**config.mk**
```make
export PLATFORM = sky130hd
export DESIGN_NAME = sorted_key_merge_dedup_flat
export DESIGN_NICKNAME = d
export VERILOG_FILES = /design/src/design/smkd_pkg.sv /design/src/design/smkd_if.sv /design/src/design/smkd_front.sv /design/src/design/smkd_queue.sv /design/src/design/sorted_key_merge_dedup.sv /design/src/flat_wrapper.sv
export SDC_FILE = /design/constraint.sdc
export NUM_CORES = 1
export LEC_CHECK = 0
export ABC_CLOCK_PERIOD_IN_PS = 11400
export BUFFER_PORTS_ARGS = -buffer_cell sky130_fd_sc_hd__buf_4
export CORE_UTILIZATION = 60
export CTS_CLUSTER_DIAMETER = 100
export DETAILED_ROUTE_END_ITERATION = 8
export PLACE_DENSITY = 0.86
export SETUP_SLACK_MARGIN = 0.4
export SLEW_MARGIN = 20
export SYNTH_ARGS = -nofsm -noshare
export SYNTH_HDL_FRONTEND = slang
export SYNTH_HIERARCHICAL = 1
export SYNTH_SLANG_ARGS = --single-unit
```
**constraint.sdc**
```tcl
create_clock -name clk -period 11.4 [get_ports clk]
set_clock_uncertainty 0.05 [all_clocks]
set_input_delay 1.71 -clock clk [delete_from_list [all_inputs] [get_ports clk]]
set_output_delay 1.71 -clock clk [all_outputs]
set_load 0.02 [all_outputs]
```
**src/design/smkd_pkg.sv**
```systemverilog
`default_nettype none

package smkd_pkg;

	localparam int KEY_W = 64;
	localparam int ADDR_W = 32;

	localparam int KEY_BITS = 64;
	localparam int ADDR_BITS = 32;
	localparam int ADDR_KEEP = (ADDR_BITS < ADDR_W) ? ADDR_BITS : ADDR_W;

	localparam int QPTR_BITS = 1;
	localparam int QDEPTH = 1 << QPTR_BITS;
	localparam int QCNT_BITS = QPTR_BITS + 1;

	typedef enum logic [1:0] {
		REQ_OLD_ENTRY = 2'd0,
		REQ_NEW_ENTRY = 2'd1,
		REQ_OLD_END   = 2'd2,
		REQ_NEW_END   = 2'd3
	} req_type_t;

	typedef enum logic [1:0] {
		FETCH_OLD  = 2'd0,
		FETCH_NEW  = 2'd1,
		FETCH_BOTH = 2'd2,
		FETCH_NONE = 2'd3
	} fetch_t;

	typedef struct packed {
		logic              entry_valid;
		logic [KEY_W-1:0]  out_key;
		logic [ADDR_W-1:0] out_page_addr;
		logic              stale_valid;
		logic [ADDR_W-1:0] stale_page_addr;
		fetch_t            fetch_next;
		logic              last;
	} result_t;

	typedef struct packed {
		logic    push;
		result_t data;
	} q_push_t;

endpackage

`default_nettype wire

```
**src/design/smkd_if.sv**
```systemverilog
`default_nettype none

interface smkd_in_if;
	logic        valid;
	logic        ready;
	logic [1:0]  req_type;
	logic [63:0] key;
	logic [31:0] page_addr;

	modport source (output valid, output req_type, output key, output page_addr, input ready);
	modport sink (input valid, input req_type, input key, input page_addr, output ready);
endinterface

interface smkd_out_if;
	logic        valid;
	logic        ready;
	logic        entry_valid;
	logic [63:0] out_key;
	logic [31:0] out_page_addr;
	logic        stale_valid;
	logic [31:0] stale_page_addr;
	logic [1:0]  fetch_next;
	logic        last;

	modport source (output valid, output entry_valid, output out_key, output out_page_addr,
		output stale_valid, output stale_page_addr, output fetch_next, output last,
		input ready);
	modport sink (input valid, input entry_valid, input out_key, input out_page_addr,
		input stale_valid, input stale_page_addr, input fetch_next, input last,
		output ready);
endinterface

`default_nettype wire

```
**src/design/smkd_front.sv**
```systemverilog
`default_nettype none

module smkd_front import smkd_pkg::*; (
	input  logic    clk,
	input  logic    arst_n,
	smkd_in_if.sink in_ch,
	input  logic    q_full,
	output q_push_t q_push
);

	req_type_t            req;
	logic [KEY_BITS-1:0]  in_key;
	logic [ADDR_KEEP-1:0] in_addr;

	logic [KEY_BITS-1:0]  old_key_q;
	logic [ADDR_KEEP-1:0] old_addr_q;
	logic                 old_held_q;
	logic                 old_ended_q;
	logic [KEY_BITS-1:0]  new_key_q;
	logic [ADDR_KEEP-1:0] new_addr_q;
	logic                 new_held_q;
	logic                 new_ended_q;

	logic                 is_old;
	logic                 is_end;
	logic                 blocked;
	logic                 take;
	logic                 ld_old;
	logic                 ld_new;
	logic                 o_held;
	logic                 o_end;
	logic                 n_held;
	logic                 n_end;
	logic [KEY_BITS-1:0]  o_key;
	logic [KEY_BITS-1:0]  n_key;
	logic [ADDR_KEEP-1:0] o_addr;
	logic [ADDR_KEEP-1:0] n_addr;
	logic                 emit;
	logic                 clr_old;
	logic                 clr_new;
	result_t              res;

	assign req = req_type_t'(in_ch.req_type);
	assign in_key = in_ch.key[KEY_BITS-1:0];
	assign in_addr = in_ch.page_addr[ADDR_KEEP-1:0];
	assign in_ch.ready = !q_full;

	always_comb begin
		unique case (req)
			REQ_OLD_ENTRY: begin
				is_old = 1'b1;
				is_end = 1'b0;
			end
			REQ_NEW_ENTRY: begin
				is_old = 1'b0;
				is_end = 1'b0;
			end
			REQ_OLD_END: begin
				is_old = 1'b1;
				is_end = 1'b1;
			end
			REQ_NEW_END: begin
				is_old = 1'b0;
				is_end = 1'b1;
			end
			default: begin
				is_old = 1'b0;
				is_end = 1'b0;
			end
		endcase
	end

	always_comb begin
		blocked = is_old ? (old_held_q || old_ended_q) : (new_held_q || new_ended_q);
		take = in_ch.valid && !q_full && !blocked;
		ld_old = take && is_old && !is_end;
		ld_new = take && !is_old && !is_end;
		o_held = old_held_q || ld_old;
		o_end = old_ended_q || (take && is_old && is_end);
		n_held = new_held_q || ld_new;
		n_end = new_ended_q || (take && !is_old && is_end);
		o_key = ld_old ? in_key : old_key_q;
		o_addr = ld_old ? in_addr : old_addr_q;
		n_key = ld_new ? in_key : new_key_q;
		n_addr = ld_new ? in_addr : new_addr_q;
		emit = take && (o_held || o_end) && (n_held || n_end);
	end

	always_comb begin
		res.entry_valid = 1'b0;
		res.out_key = '0;
		res.out_page_addr = '0;
		res.stale_valid = 1'b0;
		res.stale_page_addr = '0;
		res.fetch_next = FETCH_NONE;
		res.last = 1'b0;
		clr_old = 1'b0;
		clr_new = 1'b0;
		if (o_end && n_end) begin
			res.last = 1'b1;
		end else if (o_end || (!n_end && (o_key > n_key))) begin
			res.entry_valid = 1'b1;
			res.out_key = KEY_W'(n_key);
			res.out_page_addr = ADDR_W'(n_addr);
			res.fetch_next = FETCH_NEW;
			clr_new = 1'b1;
		end else if (n_end || (o_key < n_key)) begin
			res.entry_valid = 1'b1;
			res.out_key = KEY_W'(o_key);
			res.out_page_addr = ADDR_W'(o_addr);
			res.fetch_next = FETCH_OLD;
			clr_old = 1'b1;
		end else begin
			res.entry_valid = 1'b1;
			res.out_key = KEY_W'(n_key);
			res.out_page_addr = ADDR_W'(n_addr);
			res.stale_valid = 1'b1;
			res.stale_page_addr = ADDR_W'(o_addr);
			res.fetch_next = FETCH_BOTH;
			clr_old = 1'b1;
			clr_new = 1'b1;
		end
	end

	assign q_push.push = emit;
	assign q_push.data = res;

	always_ff @(posedge clk or negedge arst_n) begin
		if (!arst_n) begin
			old_held_q <= 1'b0;
			old_ended_q <= 1'b0;
			new_held_q <= 1'b0;
			new_ended_q <= 1'b0;
		end else if (take) begin
			old_held_q <= o_held && !(emit && clr_old);
			old_ended_q <= o_end;
			new_held_q <= n_held && !(emit && clr_new);
			new_ended_q <= n_end;
		end
	end

	always_ff @(posedge clk) begin
		if (ld_old) begin
			old_key_q <= in_key;
			old_addr_q <= in_addr;
		end
		if (ld_new) begin
			new_key_q <= in_key;
			new_addr_q <= in_addr;
		end
	end

endmodule

`default_nettype wire

```
**src/design/smkd_queue.sv**
```systemverilog
`default_nettype none

module smkd_queue import smkd_pkg::*; (
	input  logic        clk,
	input  logic        arst_n,
	input  q_push_t     q_push,
	output logic        q_full,
	smkd_out_if.source  out_ch
);

	result_t              mem_q [QDEPTH];
	logic [QPTR_BITS-1:0] wr_ptr_q;
	logic [QPTR_BITS-1:0] rd_ptr_q;
	logic [QCNT_BITS-1:0] cnt_q;
	logic                 pop;
	result_t              head;

	assign q_full = (cnt_q == QCNT_BITS'(QDEPTH));
	assign out_ch.valid = (cnt_q != '0);
	assign pop = out_ch.valid && out_ch.ready;
	assign head = mem_q[rd_ptr_q];

	assign out_ch.entry_valid = head.entry_valid;
	assign out_ch.out_key = head.out_key;
	assign out_ch.out_page_addr = head.out_page_addr;
	assign out_ch.stale_valid = head.stale_valid;
	assign out_ch.stale_page_addr = head.stale_page_addr;
	assign out_ch.fetch_next = head.fetch_next;
	assign out_ch.last = head.last;

	always_ff @(posedge clk or negedge arst_n) begin
		if (!arst_n) begin
			wr_ptr_q <= '0;
			rd_ptr_q <= '0;
			cnt_q <= '0;
		end else begin
			if (q_push.push) begin
				wr_ptr_q <= wr_ptr_q + 1'b1;
			end
			if (pop) begin
				rd_ptr_q <= rd_ptr_q + 1'b1;
			end
			case ({q_push.push, pop})
				2'b10: cnt_q <= cnt_q + 1'b1;
				2'b01: cnt_q <= cnt_q - 1'b1;
				default: cnt_q <= cnt_q;
			endcase
		end
	end

	always_ff @(posedge clk) begin
		if (q_push.push) begin
			mem_q[wr_ptr_q] <= q_push.data;
		end
	end

endmodule

`default_nettype wire

```
**src/design/sorted_key_merge_dedup.sv**
```systemverilog
// Two-way compaction merge of an older and a newer key-sorted stream with removal of duplicate
// keys, where the newer entry wins and the older page address is reported stale. The block takes
// one request per clock cycle whenever its two-entry result queue has room: each request is
// checked against the held heads and, once both sides hold a head or have ended, one 64-bit
// compare picks the result in that same cycle, which is pushed to the queue and shown on the
// output channel from the next cycle on. Sustained rate is one request per cycle; results build up
// in the queue only while the output is stalled, and the input stalls only when both queue slots
// are filled.
`default_nettype none

module sorted_key_merge_dedup import smkd_pkg::*; (
	input  logic       clk,
	input  logic       arst_n,
	smkd_in_if.sink    in_ch,
	smkd_out_if.source out_ch
);

	q_push_t q_push;
	logic    q_full;

	smkd_front u_front (
		.clk    (clk),
		.arst_n (arst_n),
		.in_ch  (in_ch),
		.q_full (q_full),
		.q_push (q_push)
	);

	smkd_queue u_queue (
		.clk    (clk),
		.arst_n (arst_n),
		.q_push (q_push),
		.q_full (q_full),
		.out_ch (out_ch)
	);

endmodule

`default_nettype wire

```
**src/flat_wrapper.sv**
```systemverilog
// flat-port wrapper written by rule: the top's interface ports become plain ports
module sorted_key_merge_dedup_flat import smkd_pkg::*;
  (clk, arst_n, in_ch_valid, in_ch_req_type, in_ch_key, in_ch_page_addr, in_ch_ready, out_ch_valid, out_ch_entry_valid, out_ch_out_key, out_ch_out_page_addr, out_ch_stale_valid, out_ch_stale_page_addr, out_ch_fetch_next, out_ch_last, out_ch_ready);
  smkd_in_if in_ch_i ();
  smkd_out_if out_ch_i ();
  input  logic clk;
  input  logic arst_n;
  input wire logic [$bits(in_ch_i.valid)-1:0] in_ch_valid;
  input wire logic [$bits(in_ch_i.req_type)-1:0] in_ch_req_type;
  input wire logic [$bits(in_ch_i.key)-1:0] in_ch_key;
  input wire logic [$bits(in_ch_i.page_addr)-1:0] in_ch_page_addr;
  output wire logic [$bits(in_ch_i.ready)-1:0] in_ch_ready;
  output wire logic [$bits(out_ch_i.valid)-1:0] out_ch_valid;
  output wire logic [$bits(out_ch_i.entry_valid)-1:0] out_ch_entry_valid;
  output wire logic [$bits(out_ch_i.out_key)-1:0] out_ch_out_key;
  output wire logic [$bits(out_ch_i.out_page_addr)-1:0] out_ch_out_page_addr;
  output wire logic [$bits(out_ch_i.stale_valid)-1:0] out_ch_stale_valid;
  output wire logic [$bits(out_ch_i.stale_page_addr)-1:0] out_ch_stale_page_addr;
  output wire logic [$bits(out_ch_i.fetch_next)-1:0] out_ch_fetch_next;
  output wire logic [$bits(out_ch_i.last)-1:0] out_ch_last;
  input wire logic [$bits(out_ch_i.ready)-1:0] out_ch_ready;
  assign in_ch_i.valid = in_ch_valid;
  assign in_ch_i.req_type = in_ch_req_type;
  assign in_ch_i.key = in_ch_key;
  assign in_ch_i.page_addr = in_ch_page_addr;
  assign in_ch_ready = in_ch_i.ready;
  assign out_ch_valid = out_ch_i.valid;
  assign out_ch_entry_valid = out_ch_i.entry_valid;
  assign out_ch_out_key = out_ch_i.out_key;
  assign out_ch_out_page_addr = out_ch_i.out_page_addr;
  assign out_ch_stale_valid = out_ch_i.stale_valid;
  assign out_ch_stale_page_addr = out_ch_i.stale_page_addr;
  assign out_ch_fetch_next = out_ch_i.fetch_next;
  assign out_ch_last = out_ch_i.last;
  assign out_ch_i.ready = out_ch_ready;
  sorted_key_merge_dedup u_core (.clk(clk), .arst_n(arst_n), .in_ch(in_ch_i), .out_ch(out_ch_i));
endmodule
```
**Yosys cells after proc, flatten, opt, wreduce, memory -nomap -nowiden**

Memory sizes are Yosys's and may differ from the RTL's.
Cells that the tools add are included.

- Add/sub/neg operators: 4
- Multipliers: 0
- Divide/modulo/power cells: 0
- $lt $le $gt $ge: 2
- Equality and inequality tests: 6
- Shift-type cells: 0
- Mux-type cells: 23
- Bitwise gates (word level): 0
- Reduce and logical (&&, ||, !) cells: 41

Operators with widths:

| operator | number |
|---|---|
| $mux W132 | 1 |
| $mux W64 | 2 |
| $mux W97 | 1 |
| $mux W96 | 1 |
| $mux W33 | 2 |
| $gt A64 B64 Y1 | 1 |
| $lt A64 B64 Y1 | 1 |
| $mux W32 | 2 |
| $logic_and A1 B1 Y1 | 17 |
| $logic_or A1 B1 Y1 | 10 |
| $mux W1 | 9 |
| $eq A2 B2 Y1 const B | 4 |
| $reduce_or A2 Y1 | 4 |
| $logic_not A1 Y1 | 7 |
| $eq A2 B1 Y1 const B | 2 |
| $mux W2 | 2 |
| $pmux W1 S2 | 2 |
| $pmux W2 S2 | 1 |
| $reduce_bool A2 Y1 | 2 |
| $add A1 B1 Y1 const B | 2 |
| $add A2 B1 Y2 const B | 1 |
| $logic_not A2 Y1 | 1 |
| $sub A2 B1 Y2 const B | 1 |

- Flip-flop bits (word level): 200
- Latch bits: 0
- Memory bits (writable): 266
- Memory bits (read-only): 0
- Bits of input ports: 102
- Output and inout bits: 135
- Word-level logic and storage cells: 88
- Memories kept: 1

Memory list:

| memory | depth | bits a word | read ports | clocked after memory_dff | wr ports | line | source |
|---|---|---|---|---|---|---|---|
| u_core.u_queue.mem_q | 2 | 133 | 1 | 0 | 1 | smkd_queue.sv:11 | `result_t mem_q [QDEPTH];` |

**Depth between registers and ports, before layout**

Gate-level depths: netlist of the first run.

- Word-level depth: 17
- Gate-level depth with buffers: 18
- Gate-level depth less buffers: 14

**By module**

The synthesis of the first run kept the hierarchy.

By module, submodules not included:

| module | times used | cells an instance | area an instance (um^2) | sequential area each (um^2) |
|---|---|---|---|---|
| smkd_queue | 1 | 431 | 10028.4 | 8087.8 |
| smkd_front | 1 | 1112 | 9565.4 | 3943.8 |

**Worst setup path after synthesis of the first run**

No wires, ideal clock.

- Path type: input -> register
- Start: input in_ch_req_type[0]
- End: memory u_core/u_queue/mem_q[0][0] (netlist name), enable pin
- Library setup time: 630 ps
- Data arrival time: 8090 ps
- Required time: 10720 ps
- Slack: 2630 ps
- Stages: 7
- Path buffers: 1
- Cell sequence: or3b_1 nor2_1 o21ai_0 inv_1 buf_4 inv_1 nor2_1

- Word-level cells in the longest chain between the ends: 14
- Elaborated cells between the ends (all ways): 31
- Those cells by class: eq/ne: 3; mux: 5; reduce/logical: 23

RTL lines:

| element | line | source |
|---|---|---|
| start, declared | flat_wrapper.sv:9 | `input wire logic [$bits(in_ch_i.req_type)-1:0] in_ch_req_type;` |
| $eq A2 B2 Y1 (tied with other cells) | smkd_front.sv:49 | `unique case (req)` |
| $reduce_or A2 Y1 (no source line) | - |  |
| $pmux W1 S2 | smkd_front.sv:49 |  |
| $mux W1 | smkd_front.sv:74 | `blocked = is_old ? (old_held_q \|\| old_ended_q) : (new_held_q \|\| new_ended_q);` |
| $logic_not A1 Y1 | smkd_front.sv:75 | `take = in_ch.valid && !q_full && !blocked;` |
| $logic_and A1 B1 Y1 | smkd_front.sv:75 |  |
| $logic_and A1 B1 Y1 | smkd_front.sv:76, smkd_front.sv:79 |  |
| $logic_and A1 B1 Y1, on equally long branches | smkd_front.sv:76, smkd_front.sv:79 |  |
| $logic_or A1 B1 Y1, on equally long branches | smkd_front.sv:78, smkd_front.sv:79 |  |
| $logic_or A1 B1 Y1 | smkd_front.sv:86 | `emit = take && (o_held \|\| o_end) && (n_held \|\| n_end);` |
| $logic_and A1 B1 Y1 | smkd_front.sv:86 |  |
| $logic_and A1 B1 Y1 (*) | smkd_front.sv:86 |  |
| net u_core.u_front.emit | smkd_front.sv:38 | `logic emit;` |
| $mux W1 (*) | smkd_queue.sv:52 | `if (q_push.push) begin` |
| $mux W1 (implied by the code) (*) | smkd_queue.sv:53 | `mem_q[wr_ptr_q] <= q_push.data;` |
| end, declared | smkd_queue.sv:11 |  |

The timed path passes the listed nets; every way through them passes the cells marked *.

==> results.py, run 1 <==
metrics = {
    "outcome": {
        "outcome": "complete, no violations",
    },
    "place": {
        "place_hpwl_um": 28620,
        "port-buffer-count": 236,
        "gp_congestion": 0.8517,
        "dp_slack_ns": 3.860,
    },
    "yosys": {
        "synth-compound-area-share_pct": 6.769,
        "syn_avg_cell_area_um2": 12.70,
        "syn-cell-area_um2": 19590,
        "ys.flop_type": "edfxtp_1",
        "synth_nets": 1708,
        "synth_seq_cells": 466,
        "yosys.area_share.simple_pct": 7.848,
        "synthArstFlopShare_pct": 1.717,
        "synthAdderAreaFrac_pct": 4.074,
        "synth_warnings": 6,
        "synthXorXnorAreaFrac_pct": 0.2682,
        "synth_top_family_by_area": "multiplexers",
        "synthMuxAreaShare_pct": 15.54,
        "synth_cell_types": 60,
        "synth_edf_count": 266,
        "syn-instance-count": 1543,
        "seq_area_frac_synth_pct": 61.40,
    },
    "floorplanning": {
        "io_pins": 237,
        "initial_utilization_pct": 61.46,
        "coreArea_um2": 31880,
        "core.rowCount": 65,
        "die_w_um": 182.7,
        "dieArea_um2": 33380,
        "fp.dieH_um": 182.7,
    },
    "setup_path": {
        "crit_chain": "buf_4, nor3b_2, nand2_2, buf_4, nand2_1, nand2_1, ha_1, a21o_1, a21o_1, a221oi_1, o221ai_1, a211oi_2, o2111ai_4, nand2_2, buf_4, o22ai_1",
        "cp_max_fo": 46,
        "cpLargestDelayFamily": "compound AO/OA/AOI/OAI gates",
        "timing.critical_path.mode_cell": "buf_4",
        "worstPathArrival_ns": 7.30,
        "slowest_delay_ns": 0.60,
        "crit_slowest_cell": "buf_4",
        "end_kind": "register",
        "critPathLaunchType": "input pin",
        "cp_num_buf_inv": 3,
        "required_ns": 11.58,
        "crit_type": "input pin to register",
    },
    "global_routing": {
        "overflow": 0,
        "antenna_found_initial": 0,
        "grt_pass1_vias": 13200,
        "track_usage_pct": 27.06,
        "grt_max_degree": 78,
        "grt_pass1_wl_um": 70300,
    },
    "drt": {
        "route.detailed.drc": 0,
        "vias_per_cell": 5.746,
        "drt-pass1-iter-count": 5,
        "met3_length_um": 3312,
        "met2_length_um": 22380,
        "detail_route.wl_per_cell_um": 20.32,
        "detail-route-antenna-nets": 0,
        "highest_layer": "met4",
        "wl_um": 45540,
        "num_vias": 12880,
        "initialDrtViolationCount": 1106,
        "wl_met1_um": 18770,
    },
    "timing": {
        "setup_viol": 0,
        "slew-limit-headroom_pct": 27.44,
        "whs_ns": 0.4180,
        "max_freq_mhz": 140.4,
        "fin_crit_ns": 7.125,
        "fin_crit_sh_pct": 62.50,
        "worst_slack_ns": 4.275,
        "worstMarginPinSlew_ns": 1.088,
        "finalHoldViolCount": 0,
        "setup_tns_ns": 0,
        "slew_violations": 0,
        "rsz0062_at_grt": "no",
    },
    "clock_tree": {
        "cts_buffer_depth": 3,
        "clkSlewWorstSetupHoldPaths_ns": 0.06,
        "cts_tree": "done",
        "cts_root_buf": "clkbuf_16",
        "ctsResizeCount": 0,
        "post_cts_buffers": 0,
        "insertion_delay_ns": 0.54,
        "clock-sinks": 466,
        "cts_buffers": 46,
        "h-tree-depth": 2,
        "ctsHoldBuffers": 0,
    },
    "power": {
        "finalPower_uw": 6707,
        "pwr_density_cell_nw_per_um2": 288.6,
        "ir_worst_vdd_mv": 0.1644,
        "p_leak_uw": 0.01018,
    },
    "cells_and_area": {
        "drive_gt1_share_pct": 29.24,
        "multi_input_area_um2": 6798,
        "ff_latch_area_um2": 12040,
        "nets": 1933,
        "fillCellCount": 2074,
        "diodes": 0,
        "area_delta_synth_final_pct": 18.60,
    },
    "worst_hold_path": {
        "worst_hold_path_type": "register to register",
    },
    "job": {
        "cap_violations": 0,
    },
}
stage by stage:
| step | utilization (%) | instance area [µm²] | instances |
|---|---|---|---|
| finish | 72.89 | 23240 | 2241 |
| global route | 72.89 | 23240 | 2241 |
| CTS | 72.80 | 23210 | 2240 |
| detailed placement | 68.08 | 21700 | 2154 |
| global placement | 67.90 | 21650 | 2152 |
| floorplan | - | 19590 | 1543 |
metal layers:
metal	up-vias	GRT usage [%]
li1	5961	-
met1	6246	35.78
met2	587	45.62
met3	82	4.590
met4	0	8.471
met5	-	0
final timing paths:
check	from	end	slack, ns	cells past startpoint
worst min register to register	u_core/u_front/old_key_q[37]$_DFF_P_	u_core/u_front/old_key_q[37]$_DFF_P_	0.42	2
worst min-delay path	u_core/u_front/old_key_q[37]$_DFF_P_	u_core/u_front/old_key_q[37]$_DFF_P_	0.42	2
worst max-delay path	in_ch_req_type[1]	u_core/u_queue/mem_q[0][69]$_DFFE_PP_	4.28	16
min in group asynchronous	arst_n	u_core/u_front/new_held_q$_DFFE_PN0N_	0.93	1
max in group asynchronous	arst_n	u_core/u_queue/rd_ptr_q$_DFFE_PN0P_	10.23	1
worst max register to register	u_core/u_queue/cnt_q[0]$_DFFE_PN0P_	u_core/u_queue/mem_q[0][69]$_DFFE_PP_	4.96	15
layout make-up:
type                            instances  area share [%]
Clock buffer                           74           6.128
Tap cell                              435           2.342
Timing Repair Buffer                  251           8.367
Clock inverter                         12          0.3554
Inverter                              109           1.761
Sequential cell                       466           51.79
Multi-Input combinational cell        894           29.25
sequential cells by signal, indices dropped and copies added (netlist names):
name / count
u_core/u_front/old_addr_q: 32
u_core/u_front/new_addr_q: 32
u_core/u_queue/rd_ptr_q: 1
u_core/u_front/old_ended_q: 1
u_core/u_front/old_held_q: 1
u_core/u_front/new_key_q: 64
u_core/u_front/old_key_q: 64
u_core/u_front/new_held_q: 1
u_core/u_front/new_ended_q: 1
u_core/u_queue/mem_q: 266
u_core/u_queue/wr_ptr_q: 1
u_core/u_queue/cnt_q: 2
worst register-to-register path, delay by kind of cell (launching register included):
kind	cells	cell delay, ns
flip-flops	1	0.42
AO/OA/AOI/OAI	6	1.74
multiplexers	1	0.42
buffers and inverters	2	1.33
adder cells (fa/ha/maj)	1	0.30
AND/OR/NAND/NOR	5	1.86
Yosys cell counts, types with 3 or more instances:
library cell	count	area, µm²
mux2_2	106	1194
mux2_4	60	900.9
inv_1	109	409.1
edfxtp_1	266	7988
o211ai_1	3	22.52
a21o_1	12	90.09
nor2b_1	7	43.79
nor3_1	7	35.03
nor3b_2	3	37.54
xor2_1	4	35.03
ha_1	63	788.3
and2_1	4	25.02
buf_6	11	123.9
nand2_1	196	735.7
a31oi_1	4	25.02
o21ai_1	89	445.4
a21oi_1	20	100.1
a211oi_1	3	22.52
buf_2	21	105.1
or2_2	3	18.77
nor2_2	22	137.6
dfxtp_1	192	3844
o21a_1	3	22.52
nand4_1	16	100.1
dfrtp_1	8	200.2
nor2_1	21	78.83
nand3_1	40	200.2
clkbuf_1	37	138.9
o21ai_0	79	395.4
mux2i_1	95	950.9
layout by cell type, fill, tap and decap left out, drive strengths merged, types with 4 or more instances in the layout:
cell type	n
mux2i	95
ha	63
nand3	40
edfxtp	266
a21oi	20
dfxtp	192
nand2	197
mux2	166
inv	109
clkbuf	74
o21ai	168
buf	251
a31oi	4
xor2	4
dfrtp	8
nor2	44
a211oi	4
clkinv	10
a21o	12
nor3	8
nor2b	7
nand4	17
and2	4
cells by family (layout without fill, tap and decap cells):
group | Yosys count | count (layout)
AND/OR/NAND/NOR | 331 | 331
flip-flops | 466 | 466
AO/OA/AOI/OAI | 232 | 232
adder cells (fa/ha/maj) | 64 | 64
multiplexers | 261 | 261
XOR/XNOR | 6 | 6
buffers and inverters | 183 | 446
report_power, final:
group	switching (µW)	internal [µW]
logic	1670	1040
clock network	612	878
registers	151	2360
total	2430	4270
(Power assumes the default switching activity.)
==> inputs of run 2 (changes only) <==
--- a/config.mk
+++ b/config.mk
@@ -5,12 +5,12 @@
 export SDC_FILE = /design/constraint.sdc
 export NUM_CORES = 1
 export LEC_CHECK = 0
-export ABC_CLOCK_PERIOD_IN_PS = 11400
+export ABC_CLOCK_PERIOD_IN_PS = 6500
 export BUFFER_PORTS_ARGS = -buffer_cell sky130_fd_sc_hd__buf_4
-export CORE_UTILIZATION = 60
+export CORE_UTILIZATION = 53
 export CTS_CLUSTER_DIAMETER = 100
 export DETAILED_ROUTE_END_ITERATION = 8
-export PLACE_DENSITY = 0.86
+export PLACE_DENSITY = 0.81
 export SETUP_SLACK_MARGIN = 0.4
 export SLEW_MARGIN = 20
 export SYNTH_ARGS = -nofsm -noshare
==> constraint.sdc (replaced) <==
create_clock -name clk -period 6.5 [get_ports clk]
set_clock_uncertainty 0.05 [all_clocks]
set_input_delay 0.975 -clock clk [delete_from_list [all_inputs] [get_ports clk]]
set_output_delay 0.975 -clock clk [all_outputs]
set_load 0.02 [all_outputs]
==> run 2 against run 1 <==
Compared with the run above: combinational power increased by 73%; global-route usage down 3.6 points; critical path depth down 2; worst setup slack lost 3.3 ns; routed wire length decreased by 2.0%; count of clock-buffer cells in the layout down 7; sequential share of layout area shrank 0.16 points; flip-flop and latch count stayed put; final area up 0.30%; power rose by 75%; critical path type is now register to register.
==> results.py, run 2 (synthesis results as in run 1) <==
metrics = {
    "setup_path": {
        "crit_type": "register to register",
        "required_ns": 6.70,
        "cp_max_fo": 35,
        "worstPathArrival_ns": 5.71,
        "critPathLaunchType": "register",
        "worstRegToRegCells": 14,
        "end_kind": "register",
    },
    "power": {
        "p_seq_share_pct": 37.7,
        "ir_worst_vdd_mv": 0.2965,
        "clock_power_share_pct": 22.4,
        "p_leak_uw": 0.01020,
        "cell_internal_pwr_uw": 7462,
        "p_sw_share_pct": 36.29,
        "p_switching_uw": 4251,
        "pwr_density_cell_nw_per_um2": 502.5,
        "finalPower_uw": 11710,
        "pwr-share-comb_pct": 39.9,
    },
    "clock_tree": {
        "h-tree-depth": 2,
        "clkSlewWorstSetupHoldPaths_ns": 0.06,
        "clock-sinks": 466,
        "cts_tree": "done",
        "ctsHoldBuffers": 0,
        "cts_buffers": 47,
        "cts_buffer_depth": 3,
        "post_cts_buffers": 0,
        "ctsResizeCount": 0,
        "cts_root_buf": "clkbuf_16",
        "insertion_delay_ns": 0.57,
    },
    "cells_and_area": {
        "layout_commonest_cell": "edfxtp_1",
        "largest_register_ffs": 266,
        "layout_common_cells": "266 x edfxtp_1, 254 x buf_4, 194 x nand2_1",
        "final_util_pct": 63.82,
        "top_register": "u_core/u_queue/mem_q",
        "reg_top3": "u_core/u_queue/mem_q: 266 flops, u_core/u_front/new_key_q: 64 flops, u_core/u_front/old_key_q: 64 flops",
        "fillCellCount": 2709,
        "ff_latch_area_um2": 12040,
        "final_area_um2": 23310,
        "multi_input_area_um2": 6798,
        "drive_gt1_share_pct": 29.73,
        "area_delta_synth_final_pct": 18.95,
        "nets": 1941,
    },
    "place": {
        "dp_slack_ns": 0.4769,
        "placed_area_um2": 21810,
        "gp_congestion": 0.8451,
        "port-buffer-count": 236,
        "place_hpwl_um": 28120,
    },
    "worst_hold_path": {
        "worst_hold_path_type": "input pin to asynchronous set/reset pin",
    },
    "timing": {
        "fin_crit_ns": 5.512,
        "finalHoldViolCount": 0,
        "rsz0062_at_grt": "no",
        "worstMarginPinSlew_ns": 1.088,
        "max_freq_mhz": 181.4,
        "slew-limit-headroom_pct": 27.29,
        "fin_crit_sh_pct": 84.81,
        "worst_slack_ns": 0.9876,
        "setup_viol": 0,
        "setup_tns_ns": 0,
        "slew_violations": 0,
    },
    "floorplanning": {
        "core.rowCount": 70,
        "coreArea_um2": 36520,
        "initial_utilization_pct": 53.65,
        "fp.dieH_um": 194.3,
        "dieArea_um2": 37740,
        "die_w_um": 194.3,
        "io_pins": 237,
    },
    "global_routing": {
        "track_usage_pct": 23.45,
        "grt_pass1_wl_um": 68670,
        "grt_pass1_vias": 12720,
        "grt_max_degree": 100,
        "antenna_found_initial": 2,
        "overflow": 0,
    },
    "drt": {
        "wl_met1_um": 18690,
        "wl_um": 44630,
        "vias_per_cell": 5.536,
        "detail_route.wl_per_cell_um": 19.55,
        "met2_length_um": 21670,
        "initialDrtViolationCount": 662,
        "drt-pass1-iter-count": 5,
        "met3_length_um": 3256,
        "num_vias": 12640,
        "route.detailed.drc": 0,
        "detail-route-antenna-nets": 0,
        "highest_layer": "met5",
    },
    "outcome": {
        "outcome": "complete, no violations",
    },
    "job": {
        "cap_violations": 0,
    },
}
-- run 2: changes by cell type in the layout (fill, tap and decap cells not counted), sizes merged, moves of 2 or more --
cell,previous run,this run
clkinv,10,12
bufinv,1,3
diode,0,2
buf,251,258
clkbuf,74,67
clkinvlp,1,3
-- run 2: worst paths after layout --
check | from | to | slack, ns
worst max-delay path | u_core/u_queue/cnt_q[1]$_DFFE_PN0P_ | u_core/u_queue/mem_q[1][67]$_DFFE_PP_ | 0.99
worst min-delay path | arst_n | u_core/u_queue/wr_ptr_q$_DFFE_PN0P_ | 0.16
worst max register to register | u_core/u_queue/cnt_q[1]$_DFFE_PN0P_ | u_core/u_queue/mem_q[1][67]$_DFFE_PP_ | 0.99
worst min register to register | u_core/u_front/new_addr_q[6]$_DFF_P_ | u_core/u_front/new_addr_q[6]$_DFF_P_ | 0.42
max in group asynchronous | arst_n | u_core/u_queue/rd_ptr_q$_DFFE_PN0P_ | 6.09
min in group clk | u_core/u_front/new_addr_q[6]$_DFF_P_ | u_core/u_front/new_addr_q[6]$_DFF_P_ | 0.42
-- run 2: worst max-delay path, stage by stage, from the launching register on --
cell and delay, ns:
dfrtp_1 0.39, nor2b_1 0.22, nor3b_2 0.54, nand2_4 0.44, buf_4 0.45, mux2i_1 0.22
ha_1 0.35, nand4_1 0.12, nor3_1 0.30, nand2_1 0.17, nor3b_2 0.26, a211oi_2 0.14
o2111a_2 0.36, nor2_4 0.85, o21ai_0 0.29
-- run 2: area by class of cell --
class / instances / area share, %
clock inverter: 19 / 0.7569
inverter: 109 / 1.755
timing repair buffer: 258 / 8.525
sequential: 466 / 51.64
antenna: 2 / 0.02147
tap: 468 / 2.512
clock buffer: 67 / 5.626
multi-input combinational: 894 / 29.17
-- run 2: power by group through the flow --
stage	combinational, µW	clock [µW]	sequential, µW
5_1_grt	5120	2780	4470
3_3_place_gp	4510	0	4430
4_1_cts	4670	2670	4420
2_1_floorplan	3320	0	4340
6_report	4680	2620	4410
3_5_place_dp	4630	0	4470
-- run 2: metal layers --
| layer | track usage, % | up-vias |
|---|---|---|
| li1 | - | 5981 |
| met1 | 29.82 | 6172 |
| met2 | 39.22 | 409 |
| met3 | 5.601 | 74 |
| met4 | 8.054 | 2 |
| met5 | 0 | - |
-- run 2: stage by stage --
| stage | hold slack [ns] | cells |
|---|---|---|
| finish | 0.1631 | 2283 |
| global route | 0.1468 | 2282 |
| CTS | 0.1333 | 2281 |
| detailed placement | 0.4038 | 2195 |
| global placement | 0.3985 | 2195 |
| floorplan | 0.3855 | 1543 |
==> inputs of run 3 (changes only) <==
--- a/config.mk
+++ b/config.mk
@@ -5,7 +5,7 @@
 export SDC_FILE = /design/constraint.sdc
 export NUM_CORES = 1
 export LEC_CHECK = 0
-export ABC_CLOCK_PERIOD_IN_PS = 6500
+export ABC_CLOCK_PERIOD_IN_PS = 4950
 export BUFFER_PORTS_ARGS = -buffer_cell sky130_fd_sc_hd__buf_4
 export CORE_UTILIZATION = 53
 export CTS_CLUSTER_DIAMETER = 100
==> constraint.sdc (replaced) <==
create_clock -name clk -period 4.95 [get_ports clk]
set_clock_uncertainty 0.05 [all_clocks]
set_input_delay 0.7425 -clock clk [delete_from_list [all_inputs] [get_ports clk]]
set_output_delay 0.7425 -clock clk [all_outputs]
set_load 0.02 [all_outputs]
==> run 3 against run 2 <==
Compared with the run above: clock power grew 42%; critical path depth up 3; critical endpoint is now u_core/u_queue/mem_q[1][98]$_DFFE_PP_; largest cell class unchanged; power grew 36%; register-to-register slack worse by 0.40 ns; highest routed layer unchanged; cell count is 0.83% higher; worst setup slack lost 0.40 ns; critical path type unchanged; hold slack better by 0.19 ns.
==> results.py, run 3 (synthesis results as in run 1) <==
metrics = {
    "floorplanning": {
        "io_pins": 237,
        "initial_utilization_pct": 53.65,
        "die_w_um": 194.3,
        "dieArea_um2": 37740,
        "fp.dieH_um": 194.3,
        "core.rowCount": 70,
        "coreArea_um2": 36520,
    },
    "drt": {
        "vias_per_cell": 5.532,
        "drt-pass1-iter-count": 5,
        "initialDrtViolationCount": 833,
        "detail_route.wl_per_cell_um": 20.13,
        "route.detailed.drc": 0,
        "num_vias": 12730,
        "detail-route-antenna-nets": 0,
        "wl_um": 46340,
    },
    "clock_tree": {
        "clock-sinks": 466,
        "cts_buffers": 47,
        "h-tree-depth": 2,
        "cts_root_buf": "clkbuf_16",
        "insertion_delay_ns": 0.59,
        "clkSlewWorstSetupHoldPaths_ns": 0.06,
        "cts_tree": "done",
        "cts_buffer_depth": 3,
    },
    "worst_hold_path": {
        "worst_hold_path_type": "input pin to register",
    },
    "global_routing": {
        "grt_pass1_vias": 13150,
        "grt_pass1_wl_um": 70680,
        "track_usage_pct": 24.15,
        "overflow": 0,
        "antenna_found_initial": 3,
        "grt_max_degree": 69,
    },
    "outcome": {
        "outcome": "complete, no violations",
    },
    "cells_and_area": {
        "largest_register_ffs": 266,
        "nets": 1958,
        "top_register": "u_core/u_queue/mem_q",
        "reg_top3": "u_core/u_queue/mem_q: 266 flops, u_core/u_front/new_key_q: 64 flops, u_core/u_front/old_key_q: 64 flops",
        "area_delta_synth_final_pct": 21.29,
        "layout_commonest_cell": "edfxtp_1",
        "layout_common_cells": "266 x edfxtp_1, 257 x buf_4, 194 x nand2_1",
        "final_util_pct": 65.07,
        "drive_gt1_share_pct": 31.06,
        "final_area_um2": 23770,
    },
    "timing": {
        "slew-limit-headroom_pct": 26.63,
        "finalHoldViolCount": 0,
        "fin_crit_sh_pct": 88.21,
        "fin_crit_ns": 4.367,
        "worstMarginPinSlew_ns": 1.100,
        "setup_viol": 0,
        "rsz0062_at_grt": "yes",
        "setup_tns_ns": 0,
        "slew_violations": 0,
        "max_freq_mhz": 229.0,
    },
    "setup_path": {
        "critPathLaunchType": "register",
        "slowest_delay_ns": 0.44,
        "worstPathArrival_ns": 4.62,
        "crit_type": "register to register",
        "required_ns": 5.21,
        "crit_end": "u_core/u_queue/mem_q[1][98]$_DFFE_PP_",
        "end_kind": "register",
        "worstRegToRegCells": 17,
        "crit_chain": "nor2b_2, nor3b_4, buf_4, nand2_2, buf_4, nand2_1, nand2_1, ha_1, nand4_1, nor2_1, nand3_1, a21oi_1, nor4_4, a31o_2, buf_12, o21ai_0, o21ai_1",
        "cp_max_fo": 33,
        "r2r-end": "u_core/u_queue/mem_q[1][98]$_DFFE_PP_",
        "worstReg2RegStart": "u_core/u_queue/cnt_q[1]$_DFFE_PN0P_",
        "reg2reg_slack_ns": 0.58,
        "crit_slowest_cell": "a21oi_1",
        "critical_path.startpoint": "u_core/u_queue/cnt_q[1]$_DFFE_PN0P_",
    },
    "power": {
        "finalPower_uw": 15900,
        "pwr_density_cell_nw_per_um2": 668.9,
        "p_leak_uw": 0.01044,
        "ir_worst_vdd_mv": 0.5036,
    },
    "place": {
        "gp_congestion": 0.8212,
        "place_hpwl_um": 28980,
        "port-buffer-count": 236,
        "placed_area_um2": 21990,
    },
    "job": {
        "cap_violations": 0,
    },
}
==> run 3: worst max-delay path, delay by kind of cell, from the launching register on <==
family / cells / cell delay (ns)
buf+inv: 3 / 0.64
simple gates: 9 / 1.58
compound gates: 4 / 1.12
fa+ha+maj: 1 / 0.31
flops: 1 / 0.40
==> run 3: worst min path at each step <==
stage                                    startpoint                                     to  cells after the start
2_1_floorplan  u_core/u_front/old_key_q[10]$_DFF_P_   u_core/u_front/old_key_q[10]$_DFF_P_                      2
3_3_place_gp   u_core/u_front/old_key_q[52]$_DFF_P_   u_core/u_front/old_key_q[52]$_DFF_P_                      2
3_5_place_dp   u_core/u_front/old_key_q[13]$_DFF_P_   u_core/u_front/old_key_q[13]$_DFF_P_                      2
4_1_cts                               in_ch_key[20]   u_core/u_front/old_key_q[20]$_DFF_P_                      3
5_1_grt                         in_ch_page_addr[26]  u_core/u_front/new_addr_q[26]$_DFF_P_                      2
6_report                              in_ch_key[20]   u_core/u_front/old_key_q[20]$_DFF_P_                      3
==> run 3: final cells by class <==
class                           instances  area, µm²
Sequential cell                       466      12040
Antenna cell                            2      5.005
Timing Repair Buffer                  274       2230
Inverter                              109      409.1
Multi-Input combinational cell        895       6825
Fill cell                            2677      12760
Clock inverter                         17      203.9
Tap cell                              468      585.6
Clock buffer                           71       1471
==> run 3: what timing repair did <==
item	in CTS	in global routing
endpoints found under the hold margin	8	0
pin swaps	0	4
gates resized for setup	1	9
setup buffers	0	2
setup endpoints to repair	33	260
hold buffers	1	0
gates cloned	0	2
==> run 3: power breakdown <==
part / internal [µW] / leakage, µW / switching (µW)
Combinational: 2530 / 0.00544 / 3820
Clock: 2270 / 0.000828 / 1460
Sequential: 5430 / 0.00417 / 385
==> run 3: through the flow <==
step                      std cells  hold slack (ns)  setup slack (ns)
after floorplan                1543           0.3855            0.4764
after global placement         2207           0.3988            0.2031
after detailed placement       2207           0.4070            0.1505
after CTS                      2296           0.3255            0.4023
after global routing           2300           0.3459            0.3453
final                          2302           0.3526            0.5834
==> run 3: routing by layer <==
| layer | up-vias | GRT usage [%] | wire [µm] |
|---|---|---|---|
| met4 | 2 | 6.614 | 822 |
| met3 | 66 | 5.862 | 3322 |
| met5 | - | 0 | 10 |
| li1 | 6012 | - | - |
| met2 | 417 | 41.38 | 22860 |
| met1 | 6237 | 30.48 | 19320 |
